==> src/design/sse_pkg.sv <==
package sse_pkg;

  localparam int unsigned PosW = 4;

  localparam logic [7:0] CharDot   = 8'h2E;
  localparam logic [7:0] CharSpace = 8'h20;
  localparam logic [7:0] CharDash  = 8'h2D;
  localparam logic [7:0] CharUpA   = 8'h41;
  localparam logic [7:0] CharUpZ   = 8'h5A;
  localparam logic [7:0] CharLoA   = 8'h61;
  localparam logic [7:0] CharLoZ   = 8'h7A;
  localparam logic [7:0] CharZero  = 8'h30;
  localparam logic [7:0] CharNine  = 8'h39;

  localparam logic [15:0] PatDot  = 16'h0080;
  localparam logic [15:0] PatDash = 16'h0040;
  localparam logic [15:0] PatNone = 16'h0000;

  localparam logic [15:0] LetterFont [26] = '{
    16'h00F7, 16'h128F, 16'h0039, 16'h120F, 16'h00F9, 16'h00F1, 16'h00BD,
    16'h00F6, 16'h1209, 16'h001E, 16'h2470, 16'h0038, 16'h0536, 16'h2136,
    16'h003F, 16'h00F3, 16'h203F, 16'h20F3, 16'h018D, 16'h1201, 16'h003E,
    16'h0C30, 16'h2836, 16'h2D00, 16'h1500, 16'h0C09
  };

  localparam logic [15:0] DigitFont [10] = '{
    16'h003F, 16'h0006, 16'h005B, 16'h004F, 16'h0066,
    16'h006D, 16'h007D, 16'h0007, 16'h007F, 16'h006F
  };

  typedef struct packed {
    logic            emit;
    logic [PosW-1:0] position;
    logic [15:0]     pattern;
  } res_t;

  function automatic logic [15:0] font_lookup(input logic [7:0] ch);
    logic [7:0]  off;
    logic [15:0] pat;
    off = 8'h00;
    pat = PatNone;
    if (ch inside {[CharUpA:CharUpZ]}) begin
      off = ch - CharUpA;
      pat = LetterFont[off[4:0]];
    end else if (ch inside {[CharLoA:CharLoZ]}) begin
      off = ch - CharLoA;
      pat = LetterFont[off[4:0]];
    end else if (ch inside {[CharZero:CharNine]}) begin
      off = ch - CharZero;
      pat = DigitFont[off[3:0]];
    end else if (ch == CharDash) begin
      pat = PatDash;
    end
    return pat;
  endfunction

endpackage

==> src/design/sse_core.sv <==
module sse_core #(
  parameter int unsigned DIGITS = 4
) (
  input  logic          clk_i,
  input  logic          rst_ni,
  input  logic          item_en_i,
  input  logic [7:0]    character_i,
  input  logic          start_of_string_i,
  output sse_pkg::res_t res_o
);

  logic [sse_pkg::PosW-1:0] next_pos_q, next_pos_d, pos_cur;
  logic [15:0]              prev_pat_q, prev_pat_d, prev_pat_cur;
  logic                     prev_space_q, prev_space_d, prev_space_cur;
  logic [15:0]              font;
  logic                     is_dot, merge;

  always_comb begin
    pos_cur        = start_of_string_i ? '0 : next_pos_q;
    prev_pat_cur   = start_of_string_i ? '0 : prev_pat_q;
    prev_space_cur = start_of_string_i ? 1'b0 : prev_space_q;
    font           = sse_pkg::font_lookup(character_i);
    is_dot         = (character_i == sse_pkg::CharDot);
    merge          = is_dot && (pos_cur != '0) && !prev_space_cur;

    res_o.emit     = 1'b0;
    res_o.position = pos_cur;
    res_o.pattern  = font;
    next_pos_d     = pos_cur;
    prev_pat_d     = prev_pat_cur;
    prev_space_d   = prev_space_cur;

    if (merge) begin
      // fold the decimal point into the previous position
      res_o.emit     = 1'b1;
      res_o.position = pos_cur - 1'b1;
      res_o.pattern  = prev_pat_cur | sse_pkg::PatDot;
      prev_pat_d     = font;
      prev_space_d   = (character_i == sse_pkg::CharSpace);
    end else if (pos_cur < sse_pkg::PosW'(DIGITS)) begin
      res_o.emit     = 1'b1;
      res_o.pattern  = is_dot ? sse_pkg::PatDot : font;
      next_pos_d     = pos_cur + 1'b1;
      prev_pat_d     = font;
      prev_space_d   = (character_i == sse_pkg::CharSpace);
    end
  end

  always_ff @(posedge clk_i or negedge rst_ni) begin
    if (!rst_ni) begin
      next_pos_q   <= '0;
      prev_pat_q   <= '0;
      prev_space_q <= 1'b0;
    end else if (item_en_i) begin
      next_pos_q   <= next_pos_d;
      prev_pat_q   <= prev_pat_d;
      prev_space_q <= prev_space_d;
    end
  end

endmodule

==> src/design/segment_string_encoder.sv <==
// Path: a character is taken into the input register, then its result into
//   the result register; a downstream stall holds the item in the input register.
// Throughput: one character per cycle while no result is held off by out_stall_i;
//   the core's position and previous-character update does not throttle it.
// Reset: rst_ni clears both valid flags and the string state (position 0,
//   previous pattern 0, previous character not a space); payloads are not reset.
module segment_string_encoder #(
  parameter int unsigned DIGITS = 4
) (
  input  logic        clk_i,
  input  logic        rst_ni,
  input  logic        in_valid_i,
  output logic        in_stall_o,
  input  logic [7:0]  character_i,
  input  logic        start_of_string_i,
  output logic        out_valid_o,
  input  logic        out_stall_i,
  output logic [2:0]  digit_position_o,
  output logic [3:0]  ram_address_o,
  output logic [15:0] pattern_o
);

  // Input stage: one item held for the core.
  logic        in_valid_q;
  logic [7:0]  char_q;
  logic        sos_q;

  // Result stage.
  logic        out_valid_q;
  logic [2:0]  pos_q;
  logic [15:0] pat_q;

  logic          advance;
  sse_pkg::res_t res;

  // The held item moves on when the result slot is free or being drained.
  assign advance    = !out_valid_q || !out_stall_i;
  assign in_stall_o = in_valid_q && !advance;

  always_ff @(posedge clk_i or negedge rst_ni) begin
    if (!rst_ni) begin
      in_valid_q <= 1'b0;
    end else if (!in_stall_o) begin
      in_valid_q <= in_valid_i;
    end
  end

  // Load payload only with a new item; hold it while stalled.
  always_ff @(posedge clk_i) begin
    if (in_valid_i && !in_stall_o) begin
      char_q <= character_i;
      sos_q  <= start_of_string_i;
    end
  end

  // Font lookup, dot merge and position update; state advances per item.
  sse_core #(
    .DIGITS(DIGITS)
  ) u_core (
    .clk_i            (clk_i),
    .rst_ni           (rst_ni),
    .item_en_i        (in_valid_q && advance),
    .character_i      (char_q),
    .start_of_string_i(sos_q),
    .res_o            (res)
  );

  // An item that writes nothing (display full) just drops out here.
  always_ff @(posedge clk_i or negedge rst_ni) begin
    if (!rst_ni) begin
      out_valid_q <= 1'b0;
    end else if (advance) begin
      out_valid_q <= in_valid_q && res.emit;
    end
  end

  always_ff @(posedge clk_i) begin
    if (advance && in_valid_q && res.emit) begin
      pos_q <= res.position[2:0];
      pat_q <= res.pattern;
    end
  end

  assign out_valid_o      = out_valid_q;
  assign digit_position_o = pos_q;
  assign ram_address_o    = {pos_q, 1'b0};
  assign pattern_o        = pat_q;

  // A write never lands beyond the last display position.
  assert property (@(posedge clk_i) disable iff (!rst_ni)
    out_valid_o |-> ({1'b0, digit_position_o} < sse_pkg::PosW'(DIGITS)))
    else $error("segment write beyond last position");

  // Input backs up only when a result is waiting and held off downstream.
  assert property (@(posedge clk_i) disable iff (!rst_ni)
    in_stall_o |-> (out_valid_o && out_stall_i))
    else $error("input stalled without a blocked result");

  // A stalled result stays valid and keeps its payload.
  assert property (@(posedge clk_i) disable iff (!rst_ni)
    (out_valid_o && out_stall_i) |=>
      (out_valid_o && $stable(digit_position_o) && $stable(pattern_o)))
    else $error("stalled result changed or dropped");

endmodule
==> config.mk <==
export PLATFORM = sky130hd
export DESIGN_NAME = segment_string_encoder
export DESIGN_NICKNAME = d
export VERILOG_FILES = /design/src/design/sse_pkg.sv /design/src/design/sse_core.sv /design/src/design/segment_string_encoder.sv
export SDC_FILE = /design/constraint.sdc
export NUM_CORES = 1
export LEC_CHECK = 0
export ABC_AREA = 1
export BUFFER_PORTS_ARGS = -buffer_cell sky130_fd_sc_hd__buf_2
export CORE_ASPECT_RATIO = 1.2
export CORE_MARGIN = 1.5
export CORE_UTILIZATION = 55
export CTS_CLUSTER_DIAMETER = 100
export CTS_CLUSTER_SIZE = 30
export DETAILED_ROUTE_END_ITERATION = 16
export PLACE_DENSITY_LB_ADDON = 0.08
export SYNTH_ARGS = -nofsm -noshare
export SYNTH_HDL_FRONTEND = slang
export SYNTH_HIERARCHICAL = 1
export SYNTH_SLANG_ARGS = --single-unit
==> constraint.sdc <==
create_clock -name clk_i -period 4.7 [get_ports clk_i]
set_clock_uncertainty 0.15 [all_clocks]
set_input_delay 0.47 -clock clk_i [delete_from_list [all_inputs] [get_ports clk_i]]
set_output_delay 0.47 -clock clk_i [all_outputs]
set_load 0.1 [all_outputs]
==> results.cfg, run 1 <==
[sta]
fmax_mhz = 290.2
rsz0062_at_grt = false
finalSetupTns_ps = 0
worst_pin_slew_ps = 938.3
drv_slew = 0
fin_ws_ps = 1255
setup_viol = 0
fin_crit_ps = 3445
hold_violations = 18
slew_headroom_pct = 37.38
hold_ws_ps = -13.67
period_share_pct = 73.31

[clocking]
cts_resized = 0
clkTransAtPathRegs_ps = 90
cts_hold_buf = 0
cts_setup_buffers = 0
cts_tree = built
insertion_delay_ps = 300
cts.sinks = 50
htree_levels = 2
clk_path_buf_depth = 2
cts-buffers-inserted = 5
clockRootBuffer = clkbuf_8

[setup_path]
cp.arrival_ps = 3220
critPathRequiredTime_ps = 4470
cp_slowest_cell = nor2_2
critPathLaunch = char_q[0]
max_stage_delay_ps = 750
regToRegEndpoint = digit_position_o[0]
worstReg2RegStart = char_q[0]
critPathMaxFanout = 35
cp-start-kind = flip-flop
critPathCaptureType = flip-flop
path_cells = inv_2 > ha_1 > inv_1 > nor3_4 > nand3_4 > nand2_4 > nand2_1 > nor2_2
critPathKind = reg2reg
r2r_cells = 8
r2r_setup_slack_ps = 1250

[placement]
place_congestion = 0.9379
post-place-ws_ps = 1248
io_buffers = 36
placed_area_um2 = 3502
dp_cells = 544
hpwl_um = 5536

[floorplanning]
dieArea_um2 = 6583
start_util_pct = 56.20
core-area_um2 = 5973
die_width_um = 74.32
rows = 31
io_pins = 38
fp.dieH_um = 88.58

[worst_hold_path]
hold_class = in2async

[global_routing]
grt.total_usage_pct = 23.79
grt_max_degree = 36
grt_pass1_wl_um = 12030
antenna_found_initial = 0
grt_pass1_vias = 2575
overflow = 0

[status]
violations = negative hold slack
status = complete, but fails checks

[flow_run]
cap_violations = 0

[final_layout]
fin_cells = 552
final_net_count = 496
diodes = 0
syn_to_final_growth_pct = 7.566
fin_area_um2 = 3611
drive_gt1_share_pct = 15.96
final_common_cell = nand2_1
mostFrequentLayoutCells = nand2_1 (147), nand3_1 (51), inv_1 (38), buf_2 (36), nor2_1 (29)

[synthesis]
synth_area_um2 = 3357
yosysWarnings = 6
synthesis.nets = 474
synth_cells = 447
synth.avg_cell_area_um2 = 7.510

[route]
vias = 2929
wire_per_inst_um = 13.84
wl_um = 7639
firstDrtPassIters = 6
drc = 0
drt-initial-drc-count = 257
viasPerCell = 5.306
ant_nets = 0

[pwr]
swShare_pct = 42.73
switching_power_mw = 0.6056
p_comb_share_pct = 38.2
peakVddDrop_uv = 184.8
p_per_area_nw_per_um2 = 392.5
p_seq_share_pct = 40.9
leakage_nw = 1.794
p_int_mw = 0.8116
clock_power_share_pct = 20.9
worst max-delay path by stage:
stage / depth (start not counted) / to
floorplan: 9 / digit_position_o[0]
global placement: 8 / pattern_o[10]
detailed placement: 8 / pattern_o[10]
CTS: 8 / pattern_o[12]
global route: 8 / pattern_o[9]
finish: 8 / digit_position_o[0]
metal layers:
metal  vias to the layer above  GRT usage, %  part of all wire, %
met5                         -             0                    0
met4                         0         6.612                  1.3
met3                        14         3.872                  4.5
met2                       103         40.50                   51
met1                      1339         31.23                   43
li1                       1473             -                    -
state kept, by name, indices dropped and copies added, names as in the netlist:
signal,flops
digit_position_o,3
in_valid_q,1
u_core/prev_space_q,1
pattern_o,16
out_valid_o,1
char_q,8
sos_q,1
u_core/next_pos_q,4
u_core/prev_pat_q,15
power by group through the flow:
stage	combinational (mW)	sequential, mW	clock (mW)
finish	0.541	0.580	0.296
global route	0.588	0.588	0.321
CTS	0.540	0.580	0.303
detailed placement	0.539	0.589	0
global placement	0.534	0.586	0
floorplan	0.295	0.746	0
critical path, delay by kind of cell, from the launching register on:
family                     cells  cell delay, ps
buffers and inverters          2             330
adders and majority gates      1             240
DFF                            1             550
and+or+nand+nor                5            1790
metrics by stage:
step,power (mW),util (%)
2_1_floorplan,1.041,-
5_1_grt,1.497,60.45
4_1_cts,1.423,60.45
6_report,1.417,60.45
3_5_place_dp,1.127,58.63
3_3_place_gp,1.121,58.63
area by class of cell:
| type | instances | area (um2) |
|---|---|---|
| Inverter | 54 | 202.7 |
| Fill cell | 571 | 2362 |
| Tap cell | 82 | 102.6 |
| Timing Repair Buffer | 37 | 187.7 |
| Sequential cell | 50 | 1391 |
| Clock buffer | 5 | 68.82 |
| Multi-Input combinational cell | 321 | 1618 |
| Clock inverter | 3 | 40.04 |
Power figures use the tool's default switching activity.
==> inputs of run 2 (changes only) <==
==> constraint.sdc (replaced) <==
create_clock -name clk_i -period 3.29 [get_ports clk_i]
set_clock_uncertainty 0.15 [all_clocks]
set_input_delay 0.329 -clock clk_i [delete_from_list [all_inputs] [get_ports clk_i]]
set_output_delay 0.329 -clock clk_i [all_outputs]
set_load 0.1 [all_outputs]
==> run 2 against run 1 <==
The flow now finishes without violations. Combinational power up 44%. Utilization is 0.31 points higher. Sequential share of layout area decreased by 0.20 points. Global-route usage increased by 1.5 points. Power increased by 40%. Worst setup slack worse by 740 ps. Largest cell class unchanged.
==> results.cfg, run 2 (same netlist as run 1, synthesis figures left out) <==
[pwr]
p_per_area_nw_per_um2 = 545.2
leakage_nw = 1.801
peakVddDrop_uv = 269.7

[route]
vias = 2953
wire_per_inst_um = 13.95
viasPerCell = 5.311
wl_um = 7758
ant_nets = 0
drt-initial-drc-count = 156
firstDrtPassIters = 4
drc = 0

[final_layout]
diodes = 0
final_net_count = 500
mostFrequentLayoutCells = nand2_1 (147), nand3_1 (51), inv_1 (38), buf_2 (36), nor2_1 (29)
fill_cells = 599
syn_to_final_growth_pct = 8.125
final_common_cell = nand2_1
fin_util_pct = 60.77
largest_register_ffs = 16
drive_gt1_share_pct = 16.46

[floorplanning]
rows = 31
fp.dieH_um = 88.58
dieArea_um2 = 6583
io_pins = 38
die_width_um = 74.32
start_util_pct = 56.20
core-area_um2 = 5973

[flow_run]
cap_violations = 0

[setup_path]
crit_top_cell = nand2_1
r2r_setup_slack_ps = 510
path_cells = inv_2 > ha_1 > ha_1 > buf_4 > nand2_1 > inv_1 > a21oi_1 > nand2_1 > nand3_1 > nand3_1 > nand2_1 > o22ai_1
critPathMaxFanout = 21
max_stage_delay_ps = 590
cp.arrival_ps = 2670
cp_slowest_cell = edfxtp_1
critPathKind = reg2reg
critPathCaptureType = flip-flop
cp-start-kind = flip-flop
critPathRequiredTime_ps = 3190

[placement]
hpwl_um = 5620
place_congestion = 0.8909
io_buffers = 36

[clocking]
clk_path_buf_depth = 2
cts_tree = built
clockRootBuffer = clkbuf_8
clkTransAtPathRegs_ps = 90
cts_setup_buffers = 0
cts-buffers-inserted = 5
cts.sinks = 50
insertion_delay_ps = 300
htree_levels = 2

[global_routing]
antenna_found_initial = 0
grt_pass1_wl_um = 12780
grt_max_degree = 35
overflow = 0
grt.total_usage_pct = 25.33
grt_pass1_vias = 2742

[sta]
slew_headroom_pct = 56.90
worst_pin_slew_ps = 638.3
fin_crit_ps = 2777
hold_violations = 0
rsz0062_at_grt = false
setup_viol = 0
hold_ws_ps = 51.82
finalSetupTns_ps = 0
fmax_mhz = 360.1
period_share_pct = 84.41
drv_slew = 0

[worst_hold_path]
hold_class = in2reg

[status]
status = finished clean
[run 2: cell count changes in the layout (fill, tap and decap cells not counted)]
cell and change:
clkbuf_8 +1, bufinv_16 -1, clkinvlp_4 +1, clkinv_2 -1, dlygate4sd3_1 +1, buf_4 +3
[run 2: final cells by class]
class | count | area [um2] | area share (%)
repair buffers | 41 | 220.2 | 6.067
flip-flops and latches | 50 | 1391 | 38.33
clock buffers | 6 | 82.58 | 2.275
inverters | 54 | 202.7 | 5.584
clock inverters | 2 | 12.51 | 0.3447
multi-input cells | 321 | 1618 | 44.57
well taps | 82 | 102.6 | 2.827
[run 2: per-stage QoR]
step | instances | setup slack, ps | area (um2) | power (mW)
after global placement | 547 | 615.1 | 3525 | 1.610
after detailed placement | 547 | 516.7 | 3525 | 1.618
after floorplan | 447 | 603.7 | 3357 | 1.488
after global routing | 556 | 287.1 | 3630 | 2.096
final | 556 | 512.8 | 3630 | 1.979
after CTS | 556 | 517.7 | 3630 | 1.990
[run 2: worst max-delay path: cells and delay by family (launching register included)]
family / cells / cell delay (ps)
AND/OR/NAND/NOR: 5 / 460
AO/OA/AOI/OAI: 2 / 230
flip-flops: 1 / 590
adder cells (fa/ha/maj): 2 / 630
buffers and inverters: 3 / 470
[run 2: timing repair]
action,in CTS,in global routing
hold endpoints to repair,22,0
gates resized for setup,0,0
hold buffers,1,0
[run 2: path summary, 6_finish.rpt]
path / start / end / cells after the start
min in group asynchronous: rst_ni / u_core/prev_pat_q[11] / 2
setup / recovery: char_q[0] / pattern_o[6] / 12
setup reg to reg: char_q[0] / pattern_o[6] / 12
hold / removal: character_i[0] / char_q[0] / 1
max in group asynchronous: rst_ni / in_valid_q / 2
hold reg to reg: u_core/prev_pat_q[0] / u_core/prev_pat_q[0] / 2
[run 2: power by group]
group | internal (mW) | switching [mW]
clock | 0.169 | 0.202
sequential | 0.771 | 0.0555
combinational | 0.170 | 0.612
total | 1.11 | 0.869
[run 2: metal layers]
metal	GRT usage (%)	share of wire, %
met5	0	0
met4	11.74	2.6
met3	3.759	4.7
met2	42.78	50
met1	31.68	43
